File: config.mk
export PLATFORM = sky130hd
export DESIGN_NAME = fifo_queue_with_delete_core_flat
export DESIGN_NICKNAME = d
export VERILOG_FILES = /design/src/rtl/core/fqd_pkg.sv /design/src/rtl/core/fqd_if.sv /design/src/rtl/core/fifo_queue_with_delete_core.sv /design/src/rtl/core/fqd_cell.sv /design/src/flat_wrapper.sv
export SDC_FILE = /design/constraint.sdc
export NUM_CORES = 1
export LEC_CHECK = 0
export BUFFER_PORTS_ARGS = -buffer_cell sky130_fd_sc_hd__buf_4
export CAP_MARGIN = 15
export CORE_MARGIN = 2
export CORE_UTILIZATION = 60
export DETAILED_ROUTE_END_ITERATION = 8
export PLACE_DENSITY = 0.83
export SLEW_MARGIN = 30
export SYNTH_ARGS = -nofsm -noshare
export SYNTH_HDL_FRONTEND = slang
export SYNTH_HIERARCHICAL = 1
export SYNTH_SLANG_ARGS = --single-unit
File: constraint.sdc
create_clock -name clk -period 8.3 [get_ports clk]
set_input_delay 0 -clock clk [delete_from_list [all_inputs] [get_ports clk]]
set_output_delay 0 -clock clk [all_outputs]
set_load 0.02 [all_outputs]
File: src/rtl/core/fqd_pkg.sv
`default_nettype none
// ----------------------------------------------------------------------------
// fqd_pkg
// Shared types and constants for the handle queue with delete-by-value.
// ----------------------------------------------------------------------------
package fqd_pkg;

	localparam int DEPTH   = 16;
	localparam int HND_W   = 32;
	localparam int CNT_W   = $clog2(DEPTH + 1);
	localparam int IDX_W   = $clog2(DEPTH);

	typedef enum logic [1:0] {
		CMD_ENQ = 2'd0,
		CMD_DEQ = 2'd1,
		CMD_DEL = 2'd2,
		CMD_NOP = 2'd3
	} cmd_t;

	typedef enum logic [2:0] {
		ST_OK       = 3'd0,
		ST_EMPTY    = 3'd1,
		ST_FULL     = 3'd2,
		ST_NOTFOUND = 3'd3,
		ST_NULL     = 3'd4
	} status_t;

	typedef logic [HND_W-1:0] handle_t;
	typedef logic [CNT_W-1:0] count_t;
	typedef logic [IDX_W-1:0] idx_t;

	// broadcast to every cell in the row
	typedef struct packed {
		logic    enq_en;   // write handle at the tail slot
		logic    deq_en;   // every cell takes its right neighbour
		logic    del_en;   // cells at or after the first match take neighbour
		handle_t handle;
		count_t  count;
	} cell_ctrl_t;

endpackage

`default_nettype wire

File: src/rtl/core/fqd_if.sv
`default_nettype none
// ----------------------------------------------------------------------------
// fqd_if
// Valid/ready channels for commands in and results out.
// ----------------------------------------------------------------------------
interface fqd_req_if;
	logic             valid;
	logic             ready;
	logic [1:0]       command;
	fqd_pkg::handle_t handle;

	modport source (output valid, command, handle, input ready);
	modport sink   (input valid, command, handle, output ready);
endinterface

interface fqd_rsp_if;
	logic             valid;
	logic             ready;
	logic [2:0]       status;
	fqd_pkg::handle_t handle_out;
	fqd_pkg::count_t  count;

	modport source (output valid, status, handle_out, count, input ready);
	modport sink   (input valid, status, handle_out, count, output ready);
endinterface

`default_nettype wire

File: src/rtl/core/fifo_queue_with_delete_core.sv
`default_nettype none
// ----------------------------------------------------------------------------
// fifo_queue_with_delete_core
// Bounded ordered queue of nonzero handles with enqueue, dequeue and delete of
// the first matching handle, built as a row of shifting compare cells.
// ----------------------------------------------------------------------------
// The result is registered and valid in the cycle after command acceptance.
// Throughput: one item per cycle if rsp is ready; all cells compare and shift.
// Reset: arst_n clears occupancy and the result valid flag; slot contents and
// the result payload are left as they are and only read once written.
module fifo_queue_with_delete_core (
	input  wire        clk,
	input  wire        arst_n,
	fqd_req_if.sink    req,
	fqd_rsp_if.source  rsp
);
	import fqd_pkg::*;

	count_t     occ_q;
	count_t     occ_nxt;
	logic       rsp_valid_q;
	status_t    status_q;
	handle_t    hout_q;
	count_t     rcount_q;

	logic       acc;
	cmd_t       cmd;
	logic       h_null;
	logic       empty;
	logic       full;
	logic       found;
	status_t    status_nxt;
	handle_t    hout_nxt;
	cell_ctrl_t ctrl;

	handle_t    cell_data  [DEPTH];
	logic       cell_found [DEPTH];

	assign req.ready = !rsp_valid_q || rsp.ready;
	assign acc       = req.valid && req.ready;
	assign cmd       = cmd_t'(req.command);
	assign h_null    = (req.handle == '0);
	assign empty     = (occ_q == '0);
	assign full      = (occ_q == CNT_W'(DEPTH));
	assign found     = cell_found[DEPTH-1];

	always_comb begin
		ctrl.handle = req.handle;
		ctrl.count  = occ_q;
		ctrl.enq_en = acc && (cmd == CMD_ENQ) && !h_null && !full;
		ctrl.deq_en = acc && (cmd == CMD_DEQ) && !empty;
		ctrl.del_en = acc && (cmd == CMD_DEL) && !h_null && !empty;
	end

	genvar g;
	generate
		for (g = 0; g < DEPTH; g++) begin : g_cell
			handle_t nbr;
			logic    fin;
			if (g == DEPTH - 1) begin : g_last
				assign nbr = '0;
			end else begin : g_mid
				assign nbr = cell_data[g+1];
			end
			if (g == 0) begin : g_head
				assign fin = 1'b0;
			end else begin : g_body
				assign fin = cell_found[g-1];
			end
			fqd_cell u_cell (
				.clk       (clk),
				.idx       (IDX_W'(g)),
				.ctrl      (ctrl),
				.nbr_data  (nbr),
				.found_in  (fin),
				.data      (cell_data[g]),
				.found_out (cell_found[g])
			);
		end
	endgenerate

	always_comb begin
		status_nxt = ST_OK;
		hout_nxt   = '0;
		occ_nxt    = occ_q;
		unique case (cmd)
			CMD_ENQ: begin
				if (h_null)    status_nxt = ST_NULL;
				else if (full) status_nxt = ST_FULL;
				else           occ_nxt    = occ_q + 1'b1;
			end
			CMD_DEQ: begin
				if (empty) begin
					status_nxt = ST_EMPTY;
				end else begin
					hout_nxt = cell_data[0];
					occ_nxt  = occ_q - 1'b1;
				end
			end
			CMD_DEL: begin
				if (h_null)      status_nxt = ST_NULL;
				else if (empty)  status_nxt = ST_EMPTY;
				else if (!found) status_nxt = ST_NOTFOUND;
				else             occ_nxt    = occ_q - 1'b1;
			end
			default: ;
		endcase
	end

	always_ff @(posedge clk or negedge arst_n) begin
		if (!arst_n) begin
			occ_q       <= '0;
			rsp_valid_q <= 1'b0;
		end else begin
			if (acc) begin
				occ_q       <= occ_nxt;
				rsp_valid_q <= 1'b1;
			end else if (rsp.ready) begin
				rsp_valid_q <= 1'b0;
			end
		end
	end

	always_ff @(posedge clk) begin
		if (acc) begin
			status_q <= status_nxt;
			hout_q   <= hout_nxt;
			rcount_q <= occ_nxt;
		end
	end

	assign rsp.valid      = rsp_valid_q;
	assign rsp.status     = status_q;
	assign rsp.handle_out = hout_q;
	assign rsp.count      = rcount_q;

	a_occ_bound: assert property (@(posedge clk) disable iff (!arst_n)
		occ_q <= CNT_W'(DEPTH))
		else $error("occupancy beyond depth");

	a_rcount: assert property (@(posedge clk) disable iff (!arst_n)
		acc |=> (rcount_q == occ_q))
		else $error("reported count differs from occupancy");

	a_enq_grow: assert property (@(posedge clk) disable iff (!arst_n)
		ctrl.enq_en |=> (occ_q == $past(occ_q) + 1'b1))
		else $error("enqueue did not grow the queue");

	a_notfound_hold: assert property (@(posedge clk) disable iff (!arst_n)
		(ctrl.del_en && !found) |=> (occ_q == $past(occ_q)))
		else $error("failed delete changed occupancy");

endmodule

`default_nettype wire

File: src/rtl/core/fqd_cell.sv
`default_nettype none
// ----------------------------------------------------------------------------
// fqd_cell
// One queue slot: holds a handle, compares it against the broadcast handle
// and shifts toward the head when a dequeue or delete closes a gap.
// ----------------------------------------------------------------------------
module fqd_cell (
	input  wire                  clk,
	input  wire fqd_pkg::idx_t   idx,
	input  wire fqd_pkg::cell_ctrl_t ctrl,
	input  wire fqd_pkg::handle_t nbr_data,
	input  wire                  found_in,
	output fqd_pkg::handle_t     data,
	output logic                 found_out
);
	import fqd_pkg::*;

	handle_t data_q;
	logic    slot_valid;
	logic    match;

	assign slot_valid = count_t'(idx) < ctrl.count;
	assign match      = slot_valid && (data_q == ctrl.handle);
	assign found_out  = found_in | match;
	assign data       = data_q;

	always_ff @(posedge clk) begin
		if (ctrl.enq_en && (count_t'(idx) == ctrl.count)) begin
			data_q <= ctrl.handle;
		end else if (ctrl.deq_en || (ctrl.del_en && found_out)) begin
			data_q <= nbr_data;
		end
	end

endmodule

`default_nettype wire
File: src/flat_wrapper.sv
// flat-port wrapper written by rule: the top's interface ports become plain ports
module fifo_queue_with_delete_core_flat import fqd_pkg::*;
  (clk, arst_n, req_valid, req_command, req_handle, req_ready, rsp_valid, rsp_status, rsp_handle_out, rsp_count, rsp_ready);
  fqd_req_if req_i ();
  fqd_rsp_if rsp_i ();
  input  wire clk;
  input  wire arst_n;
  input wire logic [$bits(req_i.valid)-1:0] req_valid;
  input wire logic [$bits(req_i.command)-1:0] req_command;
  input wire logic [$bits(req_i.handle)-1:0] req_handle;
  output wire logic [$bits(req_i.ready)-1:0] req_ready;
  output wire logic [$bits(rsp_i.valid)-1:0] rsp_valid;
  output wire logic [$bits(rsp_i.status)-1:0] rsp_status;
  output wire logic [$bits(rsp_i.handle_out)-1:0] rsp_handle_out;
  output wire logic [$bits(rsp_i.count)-1:0] rsp_count;
  input wire logic [$bits(rsp_i.ready)-1:0] rsp_ready;
  assign req_i.valid = req_valid;
  assign req_i.command = req_command;
  assign req_i.handle = req_handle;
  assign req_ready = req_i.ready;
  assign rsp_valid = rsp_i.valid;
  assign rsp_status = rsp_i.status;
  assign rsp_handle_out = rsp_i.handle_out;
  assign rsp_count = rsp_i.count;
  assign rsp_i.ready = rsp_ready;
  fifo_queue_with_delete_core u_core (.clk(clk), .arst_n(arst_n), .req(req_i), .rsp(rsp_i));
endmodule
==> flow_metrics.tcl <==
set metrics [dict create \
    status "finished, final reports clean" \
    clk_latency_ns 0.61 \
    worstSetupEndpointType "flop" \
    p_sw_share_pct 27.82 \
    layout_commonest_cell "edfxtp_1" \
    p_per_area_nw_per_um2 204.8 \
    dp_slack_ns 1.651 \
    syn_inst 2288 \
    final_cell_mix "edfxtp_1, xor2_1, mux2_1, buf_4, mux2_2" \
    period_minus_slack_ns 6.717 \
    vias_per_cell 6.010 \
    grt_max_degree 44 \
    core_um2 52450 \
    grtUsageTotal_pct 28.22 \
    wl_per_cell_um 23.60 \
    drt_first_pass_iters 6 \
    relSlewSlack_pct 41.09 \
    clockRootBuffer "clkbuf_16" \
    die_w_um 234.1 \
    grt_pass1_vias 20520 \
    timing.fmax_ghz 0.1489 \
    total_power_uw 7269 \
    setup_slack_ns 1.583 \
    required_ns 8.80 \
    cts_buffers 56 \
    fin_cells 3249 \
    n_antenna_cell 0 \
    final-setup-viol-count 0 \
    num_vias 19530 \
    yosysSeqAreaShare_pct 52.66 \
    overflow 0 \
    cts_tree "yes" \
    yosysWarningCount 6 \
    synthArstFlopShare_pct 1.075 \
    rsz0062_at_grt "false" \
    die-height_um 234.1 \
    crit_fanout 21 \
    dieArea_um2 54790 \
    worst_pin_slew_ns 0.8782 \
    setup_tns_ns 0 \
    drv_cap 0 \
    path_class "reg -> reg" \
    initial_core_util_pct 60.56 \
    fin_skew_ns 0.01898 \
    comb_power_share_pct 18.3 \
    finish.utilization_pct 67.67 \
    syn_to_final_growth_pct 11.75 \
    switchingPower_uw 2022 \
    routed_wl_mm 76.67 \
    num_rows 84 \
    grt_pass1_wl_mm 117.0 \
    yosysUniqueCellTypes 59 \
    synth_ff_type "edfxtp_1" \
    clock-sinks 558 \
    drcViolationCount 0 \
    fill_cells 3615 \
    avgSynthCellArea_um2 13.88 \
    peakVddDrop_uv 166.5 \
    antenna_found_initial 1 \
    cp.arrival_ns 7.22 \
    clock_path_buffers 3 \
    clk_pin_slew_ns 0.06 \
    clkPwrFrac_pct 33.6 \
    synth_edf_count 552 \
    post_cts_buffers 0 \
    ff2ff_setup_slack_ns 1.58 \
    syn_area_um2 31760 \
    fin_crit_sh_pct 80.93 \
    gp_congestion 0.8661 \
    start_kind "flop" \
    p_int_uw 5247 \
    p_leak_uw 0.01297 \
    port_buffers 79 \
    maxSlewViolCount 0 \
    hold_class "in -> reg" \
    hold_viol_final 0 \
    io_pins 80 \
    cts.htree.levels 2 \
    fin_nets 2620 \
    dp_cells 3134 \
    post_cts_resized 0 \
    p_seq_share_pct 48.1 \
    ant_nets 0 \
    drive_gt1_share_pct 15.31 \
    initialDrtViolationCount 1569 \
    dp_hpwl_mm 50.83 \
    ys_ff_latch 558 \
]
-- final timing paths --
check / from / cells past startpoint / end
max: u_core/occ_q[1] / 27 / u_core/occ_q[2]
min: req_handle[20] / 2 / u_core/g_cell[15].u_cell/data[20]
max reg2reg: u_core/occ_q[1] / 27 / u_core/occ_q[2]
min reg2reg: u_core/g_cell[5].u_cell/data[19] / 1 / u_core/g_cell[4].u_cell/data[19]
max in group asynchronous: arst_n / 3 / u_core/occ_q[3]
min in group asynchronous: arst_n / 3 / u_core/rsp.valid
-- routing by layer --
metal / up-vias / global-route usage, % / part of all wire, %
met3: 189 / 5.350 / 6.4
met1: 9718 / 33.56 / 38
met2: 690 / 50.14 / 51
met5: - / 0 / 0
met4: 0 / 11.69 / 3.7
li1: 8929 / - / -
-- through the flow --
stage	hold WS, ns	area (um2)
2_1_floorplan	-0.2956	32120
3_3_place_gp	-0.1758	33620
3_5_place_dp	-0.1748	33630
4_1_cts	0.02576	35490
5_1_grt	0.07541	35490
6_report	0.06317	35490
-- final cells by class --
type                            instances  area (um2)  area share [%]
Clock inverter                         35       270.3          0.7615
Multi-Input combinational cell       1680       14800           41.71
Inverter                               85       319.1          0.8990
Sequential cell                       558       16730           47.13
Timing Repair Buffer                  135        1044           2.940
Tap cell                              688       860.8           2.425
Clock buffer                           68        1468           4.135
-- cells in the mapped netlist (all sizes together), types with 2 or more instances --
library cell | n | area share, %
nor3 | 22 | 0.35
nor2b | 18 | 0.35
mux2 | 512 | 18
a21o | 17 | 0.40
ha | 66 | 2.6
nor4 | 138 | 3.5
nor4b | 2 | 0.10
a21oi | 24 | 0.39
or2 | 17 | 0.33
inv | 84 | 0.99
o211ai | 2 | 0.079
nand3 | 33 | 0.52
dfrtp | 6 | 0.47
xnor2 | 16 | 0.44
o22ai | 2 | 0.039
edfxtp | 552 | 52
buf | 52 | 0.84
xor2 | 497 | 14
a211o | 16 | 0.44
nand2 | 13 | 0.18
o32ai | 2 | 0.055
nand2b | 39 | 0.77
conb | 2 | 0.024
o21ai | 27 | 0.46
nor2 | 30 | 0.49
clkbuf | 9 | 0.11
a221o | 3 | 0.095
and3 | 34 | 0.67
a211oi | 2 | 0.047
o32a | 2 | 0.063
nand4 | 34 | 0.74
-- state kept, by name, indices dropped and copies added (netlist names) --
register	count
u_core/rsp.count	5
u_core/rsp.handle_out	32
u_core/occ_q	5
u_core/g_cell.u_cell/data	512
u_core/rsp.valid	1
u_core/rsp.status	3
-- power groups by stage --
stage	combinational (uW)	clock [uW]	sequential (uW)
finish	1330	2440	3490
detailed placement	1300	0	3550
global placement	1250	0	3550
floorplan	834	0	3550
CTS	1320	2470	3490
global route	1480	2580	3510
-- cells by family after synthesis --
family,count (synthesis),synth area share [%]
other cells,2,0.02365
flops,558,52.66
buf+inv,146,1.954
mux,512,18.15
simple gates,383,8.076
compound gates,108,2.383
xor+xnor,513,14.15
fa+ha+maj,66,2.600
-- repair_timing --
action / 4_1_cts / 5_1_grt
endpoints found under the setup margin: 0 / 0
hold buffers: 12 / 0
hold endpoints to repair: 50 / 0
-- critical path, stage by stage, from the launching register on --
cell and delay (ns):
dfrtp_1 0.64, inv_1 0.16, ha_1 0.16, nor2b_1 0.12
o21ai_0 0.09, a21oi_1 0.20, nor4_2 0.08, or2_1 0.23
or2_1 0.25, or2_1 0.26, or2_1 0.26, or2_1 0.25
or2_1 0.24, or2_1 0.25, or2_1 0.27, or2_1 0.26
or2_1 0.26, or2_1 0.24, or2_1 0.24, or2_1 0.27
or2_1 0.25, or2_1 0.26, or2_1 0.36, nor2b_1 0.23
nand2_1 0.13, nor3_1 0.05, a311o_1 0.29, o32a_1 0.34
Note: power is estimated with default switching activity, not from simulation.
